<file path="src/rtl/ksi_pkg.sv">
package ksi_pkg;

    localparam int SAMPLE_BITS   = 32;
    localparam int FRACTION_BITS = 16;

    localparam int SB     = SAMPLE_BITS;
    localparam int FB     = FRACTION_BITS;
    localparam int ONE    = 1 << FB;

    // config field widths
    localparam int MODE_W = 2;
    localparam int MU_W   = FB + 1;
    localparam int CFG_W  = FB + 2;
    localparam int IDX_W  = 3;

    // datapath widths
    localparam int CB_W   = FB + 3;
    localparam int A_W    = SB + 3;
    localparam int P_W    = A_W + CB_W;
    localparam int ACC_W  = SB + 6;
    localparam int M_W    = SB + 4;
    localparam int Q_W    = M_W + CB_W;

    localparam int SETTLE_W      = 2;
    localparam int SETTLE_CYCLES = 2;

    localparam logic [MODE_W-1:0] MODE_LINEAR = 2'd0;
    localparam logic [MODE_W-1:0] MODE_CUBIC  = 2'd1;

    localparam logic [IDX_W-1:0] REG_MODE     = 3'd0;
    localparam logic [IDX_W-1:0] REG_FRACTION = 3'd1;
    localparam logic [IDX_W-1:0] REG_TENSION  = 3'd2;
    localparam logic [IDX_W-1:0] REG_BIAS     = 3'd3;

    typedef struct packed {
        logic                    settling;
        logic [MODE_W-1:0]       mode;
        logic signed [CB_W-1:0]  mu;
        logic signed [CB_W-1:0]  mu2;
        logic signed [CB_W-1:0]  mu3;
        logic signed [CB_W-1:0]  kp;
        logic signed [CB_W-1:0]  kn;
        logic signed [CB_W-1:0]  h00;
        logic signed [CB_W-1:0]  h10;
        logic signed [CB_W-1:0]  h01;
        logic signed [CB_W-1:0]  h11;
    } t_coef;

endpackage

</file>
<file path="src/rtl/ksi_coef.sv">
module ksi_coef
    import ksi_pkg::*;
(
    input  logic             i_clk,
    input  logic             i_rst_n,
    input  logic             i_cfg_valid,
    input  logic [IDX_W-1:0] i_cfg_index,
    input  logic [CFG_W-1:0] i_cfg_data,
    output t_coef            o_coef
);

    localparam int KS_W = FB + 3;
    localparam int HW   = FB + 5;
    localparam logic signed [CFG_W-1:0] ONE_S = CFG_W'(ONE);
    localparam logic signed [CFG_W-1:0] NEG_ONE_S = -CFG_W'(ONE);

    logic [MODE_W-1:0]      r_mode;
    logic [MU_W-1:0]        r_frac;
    logic signed [CFG_W-1:0] r_tens;
    logic signed [CFG_W-1:0] r_bias;
    logic [SETTLE_W-1:0]    r_settle;

    logic [MU_W-1:0]        r_mu;
    logic [MU_W-1:0]        r_mu2;
    logic [MU_W-1:0]        r_mu3;
    logic signed [CB_W-1:0] r_kp;
    logic signed [CB_W-1:0] r_kn;
    logic signed [CB_W-1:0] r_h00;
    logic signed [CB_W-1:0] r_h10;
    logic signed [CB_W-1:0] r_h01;
    logic signed [CB_W-1:0] r_h11;

    logic [MU_W-1:0]          mu_c;
    logic signed [CFG_W-1:0]  t_c;
    logic signed [CFG_W-1:0]  b_c;
    logic signed [KS_W-1:0]   opb;
    logic signed [KS_W-1:0]   omb;
    logic signed [KS_W-1:0]   nt;
    logic signed [2*KS_W-1:0] kp_prod;
    logic signed [2*KS_W-1:0] kn_prod;
    logic signed [2*KS_W-1:0] kp_sh;
    logic signed [2*KS_W-1:0] kn_sh;
    logic [2*MU_W-1:0]        mu2_prod;
    logic [2*MU_W-1:0]        mu3_prod;
    logic [2*MU_W-1:0]        mu2_sh;
    logic [2*MU_W-1:0]        mu3_sh;
    logic signed [HW-1:0]     m1s;
    logic signed [HW-1:0]     m2s;
    logic signed [HW-1:0]     m3s;
    logic signed [HW-1:0]     h00_c;
    logic signed [HW-1:0]     h10_c;
    logic signed [HW-1:0]     h01_c;
    logic signed [HW-1:0]     h11_c;

    always_ff @(posedge i_clk) begin
        if (!i_rst_n) begin
            r_mode   <= MODE_LINEAR;
            r_frac   <= '0;
            r_tens   <= '0;
            r_bias   <= '0;
            r_settle <= SETTLE_W'(SETTLE_CYCLES);
        end else begin
            if (i_cfg_valid) begin
                unique case (i_cfg_index)
                    REG_MODE:     r_mode <= i_cfg_data[MODE_W-1:0];
                    REG_FRACTION: r_frac <= i_cfg_data[MU_W-1:0];
                    REG_TENSION:  r_tens <= i_cfg_data;
                    REG_BIAS:     r_bias <= i_cfg_data;
                    default: ;
                endcase
                r_settle <= SETTLE_W'(SETTLE_CYCLES);
            end else if (r_settle != '0) begin
                r_settle <= r_settle - 1'b1;
            end
        end
    end

    // clamp config and first products
    always_comb begin
        mu_c = (r_frac > MU_W'(ONE)) ? MU_W'(ONE) : r_frac;
        if (r_tens > ONE_S)           t_c = ONE_S;
        else if (r_tens < NEG_ONE_S)  t_c = NEG_ONE_S;
        else                          t_c = r_tens;
        if (r_bias > ONE_S)           b_c = ONE_S;
        else if (r_bias < NEG_ONE_S)  b_c = NEG_ONE_S;
        else                          b_c = r_bias;
        opb      = KS_W'(ONE) + KS_W'(b_c);
        omb      = KS_W'(ONE) - KS_W'(b_c);
        nt       = KS_W'(ONE) - KS_W'(t_c);
        kp_prod  = opb * nt;
        kn_prod  = omb * nt;
        kp_sh    = kp_prod >>> (FB + 1);
        kn_sh    = kn_prod >>> (FB + 1);
        mu2_prod = mu_c * mu_c;
        mu2_sh   = mu2_prod >> FB;
        mu3_prod = r_mu2 * r_mu;
        mu3_sh   = mu3_prod >> FB;
    end

    // hermite basis
    always_comb begin
        m1s   = HW'(r_mu);
        m2s   = HW'(r_mu2);
        m3s   = HW'(r_mu3);
        h00_c = (m3s <<< 1) - (m2s <<< 1) - m2s + HW'(ONE);
        h10_c = m3s - (m2s <<< 1) + m1s;
        h01_c = m3s - m2s;
        h11_c = (m2s <<< 1) + m2s - (m3s <<< 1);
    end

    always_ff @(posedge i_clk) begin
        r_mu  <= mu_c;
        r_mu2 <= mu2_sh[MU_W-1:0];
        r_kp  <= kp_sh[CB_W-1:0];
        r_kn  <= kn_sh[CB_W-1:0];
        r_mu3 <= mu3_sh[MU_W-1:0];
        r_h00 <= h00_c[CB_W-1:0];
        r_h10 <= h10_c[CB_W-1:0];
        r_h01 <= h01_c[CB_W-1:0];
        r_h11 <= h11_c[CB_W-1:0];
    end

    always_comb begin
        o_coef.settling = (r_settle != '0);
        o_coef.mode     = r_mode;
        o_coef.mu       = CB_W'(r_mu);
        o_coef.mu2      = CB_W'(r_mu2);
        o_coef.mu3      = CB_W'(r_mu3);
        o_coef.kp       = r_kp;
        o_coef.kn       = r_kn;
        o_coef.h00      = r_h00;
        o_coef.h10      = r_h10;
        o_coef.h01      = r_h01;
        o_coef.h11      = r_h11;
    end

endmodule

</file>
<file path="config.mk">
export PLATFORM = sky130hd
export DESIGN_NAME = ksi_coef
export DESIGN_NICKNAME = d
export VERILOG_FILES = /design/src/rtl/ksi_pkg.sv /design/src/rtl/ksi_coef.sv
export SDC_FILE = /design/constraint.sdc
export NUM_CORES = 2
export LEC_CHECK = 0
export BUFFER_PORTS_ARGS = -buffer_cell sky130_fd_sc_hd__buf_2
export CAP_MARGIN = 20
export CORE_UTILIZATION = 55
export CTS_BUF_LIST = sky130_fd_sc_hd__clkbuf_8
export DETAILED_ROUTE_END_ITERATION = 8
export GPL_ROUTABILITY_DRIVEN = 0
export PLACE_DENSITY = 0.75
export RECOVER_POWER = 50
export SLEW_MARGIN = 20
export SYNTH_ARGS = -nofsm -noshare
export SYNTH_HDL_FRONTEND = slang
export SYNTH_SLANG_ARGS = --single-unit
</file>
<file path="constraint.sdc">
create_clock -name i_clk -period 9.6 [get_ports i_clk]
set_input_delay 1.92 -clock i_clk [delete_from_list [all_inputs] [get_ports i_clk]]
set_output_delay 1.92 -clock i_clk [all_outputs]
set_load 0.01 [all_outputs]
</file>
# Yosys cells after proc, flatten, opt, wreduce, memory -nomap -nowiden
# Cells that the tools add are included.
# op_classes
n_mux	5
order_cmp	5
div	0
add_sub_neg	12
n_reduce_logical	7
shifts	0
n_eq_ne	3
mul	4
bitwise_logic	1
# op_table
cell	n
$mul A19 B19 Y36	2
$mux W18	4
$mul A17 B17 Y33	2
$sub A18 B18 Y19 const A	2
$sub A19 B18 Y19	2
$gt A18 B18 Y1 const B	2
$lt A18 B17 Y1 const B	2
$add A18 B17 Y19	1
$add A18 B18 Y19 const A	1
$add A19 B18 Y19	1
$add A19 B18 Y19 const B	1
$sub A17 B18 Y19	1
$sub A18 B18 Y19	1
$sub A17 B17 Y18	1
$gt A17 B17 Y1 const B	1
$mux W17	1
$reduce_and A2 Y1	4
$eq A3 B2 Y1 const B	2
$eq A3 B1 Y1 const B	1
$logic_not A3 Y1	1
$reduce_bool A2 Y1	1
$reduce_or A2 Y1	1
$sub A2 B1 Y2 const B	1
$not A1 Y1	1
# word_totals
mem_bits_ro	0
word_cells	51
input_bits	24
latchBits	0
register_bits	221
ramBits	0
n_memories	0

# Logic depth before layout (Yosys ltp)
# logic_depth
ltp_word	5
mapped_depth	40
ltp_nobuf	36

# Worst setup path after synthesis
# No wires, ideal clock.
# synth_path
path_type	reg-to-reg
from	register r_tens[0]
to	register r_kn[6]
synth_period_minus_slack_ns	9.101
path_buffers	4
arrival_ns	9.030
setup_time_ns	0.072
path_stages_with_launch	37
t_required_ns	9.528
setup_slack_ns	0.499
path_cell_list	dfxtp_1 or4_1 nor2_1 a41oi_1 a21oi_1 buf_2 buf_2 nand2_1 ha_1 and2_1 clkbuf_1 and2_1 and3b_1 nor3_1 clkbuf_1 nor2_1 fa_1 fa_1 fa_1 fa_1 inv_1 fa_1 fa_1 inv_1 ha_1 ha_1 nand4_1 or4_1 o31a_1 a211oi_1 o21a_1 o21a_1 o21a_1 o21a_1 o21a_1 or2_1 xor2_1
# synth_via
elab_chain_cells	5
word_cells_on_any_way	6
cone_classes	add/sub: 1; mul: 1; order compare: 2; mux: 2
# synth_lines
element	line	text
start, declared	ksi_coef.sv:19	logic signed [CFG_W-1:0] r_tens;
start signal, assigned	ksi_coef.sv:67	REG_TENSION: r_tens <= i_cfg_data;
$lt A18 B17 Y1	ksi_coef.sv:82	else if (r_tens < NEG_ONE_S) t_c = NEG_ONE_S;
$mux W18	ksi_coef.sv:82	
$mux W18 *	ksi_coef.sv:81	if (r_tens > ONE_S) t_c = ONE_S;
$sub A18 B18 Y19 *	ksi_coef.sv:89	nt = KS_W'(ONE) - KS_W'(t_c);
$mul A19 B19 Y36 *	ksi_coef.sv:91	kn_prod = omb * nt;
named net kn_prod[23]	ksi_coef.sv:40	logic signed [2*KS_W-1:0] kn_prod;
end signal, assigned	ksi_coef.sv:115	r_kn <= kn_sh[CB_W-1:0];
end, declared	ksi_coef.sv:27	logic signed [CB_W-1:0] r_kn;
# Mark *: on every way through the listed nets, which the timed path passes. The rest lies on a longest branch.
# A chain may end at the register's enable or synchronous reset.

# Final worst setup path
# layout_path
from	register r_bias[9]
to	register r_kn[18]
# layout_via
elab_chain_cells	5
word_cells_on_any_way	6
cone_classes	add/sub: 1; mul: 1; order compare: 2; mux: 2
# layout_lines
element	line	text
start, declared	ksi_coef.sv:20	logic signed [CFG_W-1:0] r_bias;
start signal, assigned	ksi_coef.sv:68	REG_BIAS: r_bias <= i_cfg_data;
$lt A18 B17 Y1	ksi_coef.sv:85	else if (r_bias < NEG_ONE_S) b_c = NEG_ONE_S;
$mux W18	ksi_coef.sv:85	
$mux W18 *	ksi_coef.sv:84	if (r_bias > ONE_S) b_c = ONE_S;
$sub A18 B18 Y19 *	ksi_coef.sv:88	omb = KS_W'(ONE) - KS_W'(b_c);
$mul A19 B19 Y36 *	ksi_coef.sv:91	
named net kn_prod[35]	ksi_coef.sv:40	
# Marks and branches as above.

==> reports/results.txt <==
min Tclk post-route: 9210 ps
failing checks: max-capacitance violations, max-slew violations
GR Overflow Total: 0
Routed Antenna Nets: 0
via/cell ratio: 5.34
number of flops mapped to enable cells by yosys: 0
Finished Layout Cells: 7260
Critical Path Sink Type: flip-flop
Final setup viols: 0
ys flop type: dfxtp_1
DP HPWL: 108000 µm
DIE HEIGHT: 308 µm
worst reg2reg path endpoint: r_kn[18]
CTS tree: built
initial antenna violation count: 10
Initial DRC Count: 2862
Comb pwr share: 73.8%
crit path max fanout: 9
register share of total power: 13.8%
Top Ports: 198
Slew headroom: -53.0%
GRT Util Overall: 29.6%
max-slew violations: 58
Switch Pwr: 5.06 mW
Core Area: 92200 µm²
clk buf depth: 3
Max IR drop VDD: 0.609 mV
period utilization: 95.9%
fillcell total: 7973
starting density of the core: 55.9%
max cap viols: 1
crit-path max cell delay: 530 ps
Slowest-stage cell, CP: or4_4
leakage: 28.8 nW
flop-to-flop setup slack: 390 ps
share of layout cells above drive strength 1: 5.94%
Worst Hold Depth: 2
CP Launch Type: flip-flop
Critical R2R Launch: r_bias[9]
most used cell, CP: fa_1
Placed Cells: 7163
DIE AREA: 94900 µm²
Total Power: 10.4 mW
FF+latch count, synth: 220
Ys Warns: 0
clk_skew: 51.1 ps
wire per inst: 18.4 µm
pin count of the biggest net entering global routing: 58
Critical Path End: r_kn[18]
P per Cell Area: 187 nW/µm²
root buf cell: clkbuf_8
Hold Worst Slack: 503 ps
vias in the first global route: 41753
f_max: 109 MHz
worst hold path class: flip-flop to flip-flop
First-pass DRT Iterations: 6
critical setup path kind: flip-flop to flip-flop
fin nets: 7679
# DRC: 0
timing startpoint of the critical path: r_bias[9]
Synth cell types: 88
Async SR Flop Fraction: 0%
die width: 308 µm
Num CTS Buffers: 48
Gate Count Post-Synth: 5731
P_int: 5.36 mW
Net Sw Frac: 48.5%
Final Hold Fails: 0
htree depth: 2
clock sink count: 220
most frequent cells in the layout: 1473 x inv_1, 1155 x fa_1, 872 x nand2_1, 526 x ha_1, 388 x nor2_1
TNS Setup: 0 ps
measured slew at the worst slew-check pin: 2290 ps
cell area after synthesis: 51500 µm²
commonest non-fill, non-tap cell in the layout: inv_1
Clock power frac: 12.4%
worst-case reg-to-reg path depth: 35
Syn Area/Cell: 8.99 µm²
num rows: 111
Port Buffers: 191
Worst EP required: 10190 ps
Clock transition at path regs: 60 ps
Clk Latency, worst-skew pair: 740 ps
Syn-to-layout area delta: 8.06%
via count: 38788
Total Routed Length: 133000 µm
first-pass GRT wire length: 217000 µm
Worst EP arrival: 9800 ps
sequential area share after synthesis: 8.55%
status: complete, but fails checks
[sequential cells by signal (all words and copies together) (netlist names), 17 cells and up]
register and flops:
r_bias 18, r_frac 17, r_h00 18, r_h01 18, r_h10 19, r_h11 19
r_kn 19, r_kp 19, r_mu 17, r_mu2 17, r_mu3 17, r_tens 18
[power by group through the flow]
stage / Sequential, mW / Clock, mW / Combinational [mW]
3_5_place_dp: 1.45 / 0 / 7.65
3_3_place_gp: 1.45 / 0 / 7.45
2_1_floorplan: 1.61 / 0 / 5.54
6_report: 1.44 / 1.29 / 7.69
5_1_grt: 1.47 / 1.37 / 8.85
4_1_cts: 1.43 / 1.32 / 7.75
[worst max-delay path, delay by kind of cell, from the launching register on]
kind,cells,cell delay (ps)
fa+ha+maj,9,3870
compound gates,11,2390
simple gates,7,1390
buf+inv,6,600
xor+xnor,2,450
flops,1,360
[metal layers]
| metal | part of all wire (%) | GRT usage [%] | vias up | wire length [µm] |
|---|---|---|---|---|
| li1 | - | - | 17212 | - |
| met1 | 38 | 35.9 | 19404 | 50000 |
| met2 | 48 | 49.6 | 1707 | 63400 |
| met3 | 8.9 | 6.33 | 455 | 11900 |
| met4 | 6.0 | 15.3 | 10 | 7940 |
| met5 | 0.043 | 0 | - | 58 |
[synth_stat cells, types with 38 or more instances]
cell,count,area [µm²]
fa_1,1155,23100
nor3_1,48,240
nand2_1,872,3270
inv_1,1463,5490
o21ai_0,52,260
a21boi_0,65,488
a21oi_1,83,415
xor2_1,40,350
ha_1,526,6580
and2_1,90,563
dfxtp_1,220,4400
clkbuf_1,165,619
and3_1,40,250
nor2b_1,38,238
xnor2_1,141,1230
nor2_1,389,1460
[worst min path at each step]
stage	endpoint	startpoint	slack [ps]
2_1_floorplan	r_bias[0]	r_bias[0]	450
3_3_place_gp	r_frac[1]	r_frac[1]	480
3_5_place_dp	r_frac[1]	r_frac[1]	500
4_1_cts	r_frac[1]	r_frac[1]	500
5_1_grt	r_tens[13]	r_tens[13]	550
6_report	r_frac[1]	r_frac[1]	500
[kinds of logic (layout without fill, tap and decap cells)]
logic type               count (synthesis)  after routing  synth area share, %
AO/OA/AOI/OAI                          356            356                 4.72
other                                    2             76               0.0146
buffers and inverters                 1680           1892                 12.4
multiplexers                             7              7                0.138
flip-flops                             220            220                 8.55
XOR/XNOR                               183            183                 3.16
AND/OR/NAND/NOR                       1602           1602                 13.4
adder cells (fa/ha/maj)               1681           1681                 57.6
[final cells by class]
cell class	instances	area (µm²)	area share, %
diodes	6	15.0	0.0270
clock buffers	59	812	1.46
inverters	1469	5510	9.90
repair buffers	336	1890	3.39
well taps	1243	1560	2.79
flip-flops and latches	220	4400	7.91
multi-input cells	3899	41100	73.9
clock inverters	28	343	0.616
[through the flow]
step / cell area, µm² / worst slack (ps) / util [%]
detailed placement: 54500 / 28.7 / 59.1
CTS: 55700 / 48.5 / 60.4
finish: 55700 / 394 / 60.4
floorplan: 51800 / 499 / -
global route: 55700 / -1.90 / 60.4
global placement: 54500 / 371 / 59.1
[what timing repair did]
| item | 4_1_cts | 5_1_grt |
|---|---|---|
| pin swaps | 0 | 3 |
| resized for setup | 2 | 14 |
| buffers inserted | 0 | 4 |
| hold buffers | 0 | 0 |
| setup endpoints to repair | 1 | 15 |
Note: power is estimated with default switching activity, not from simulation.
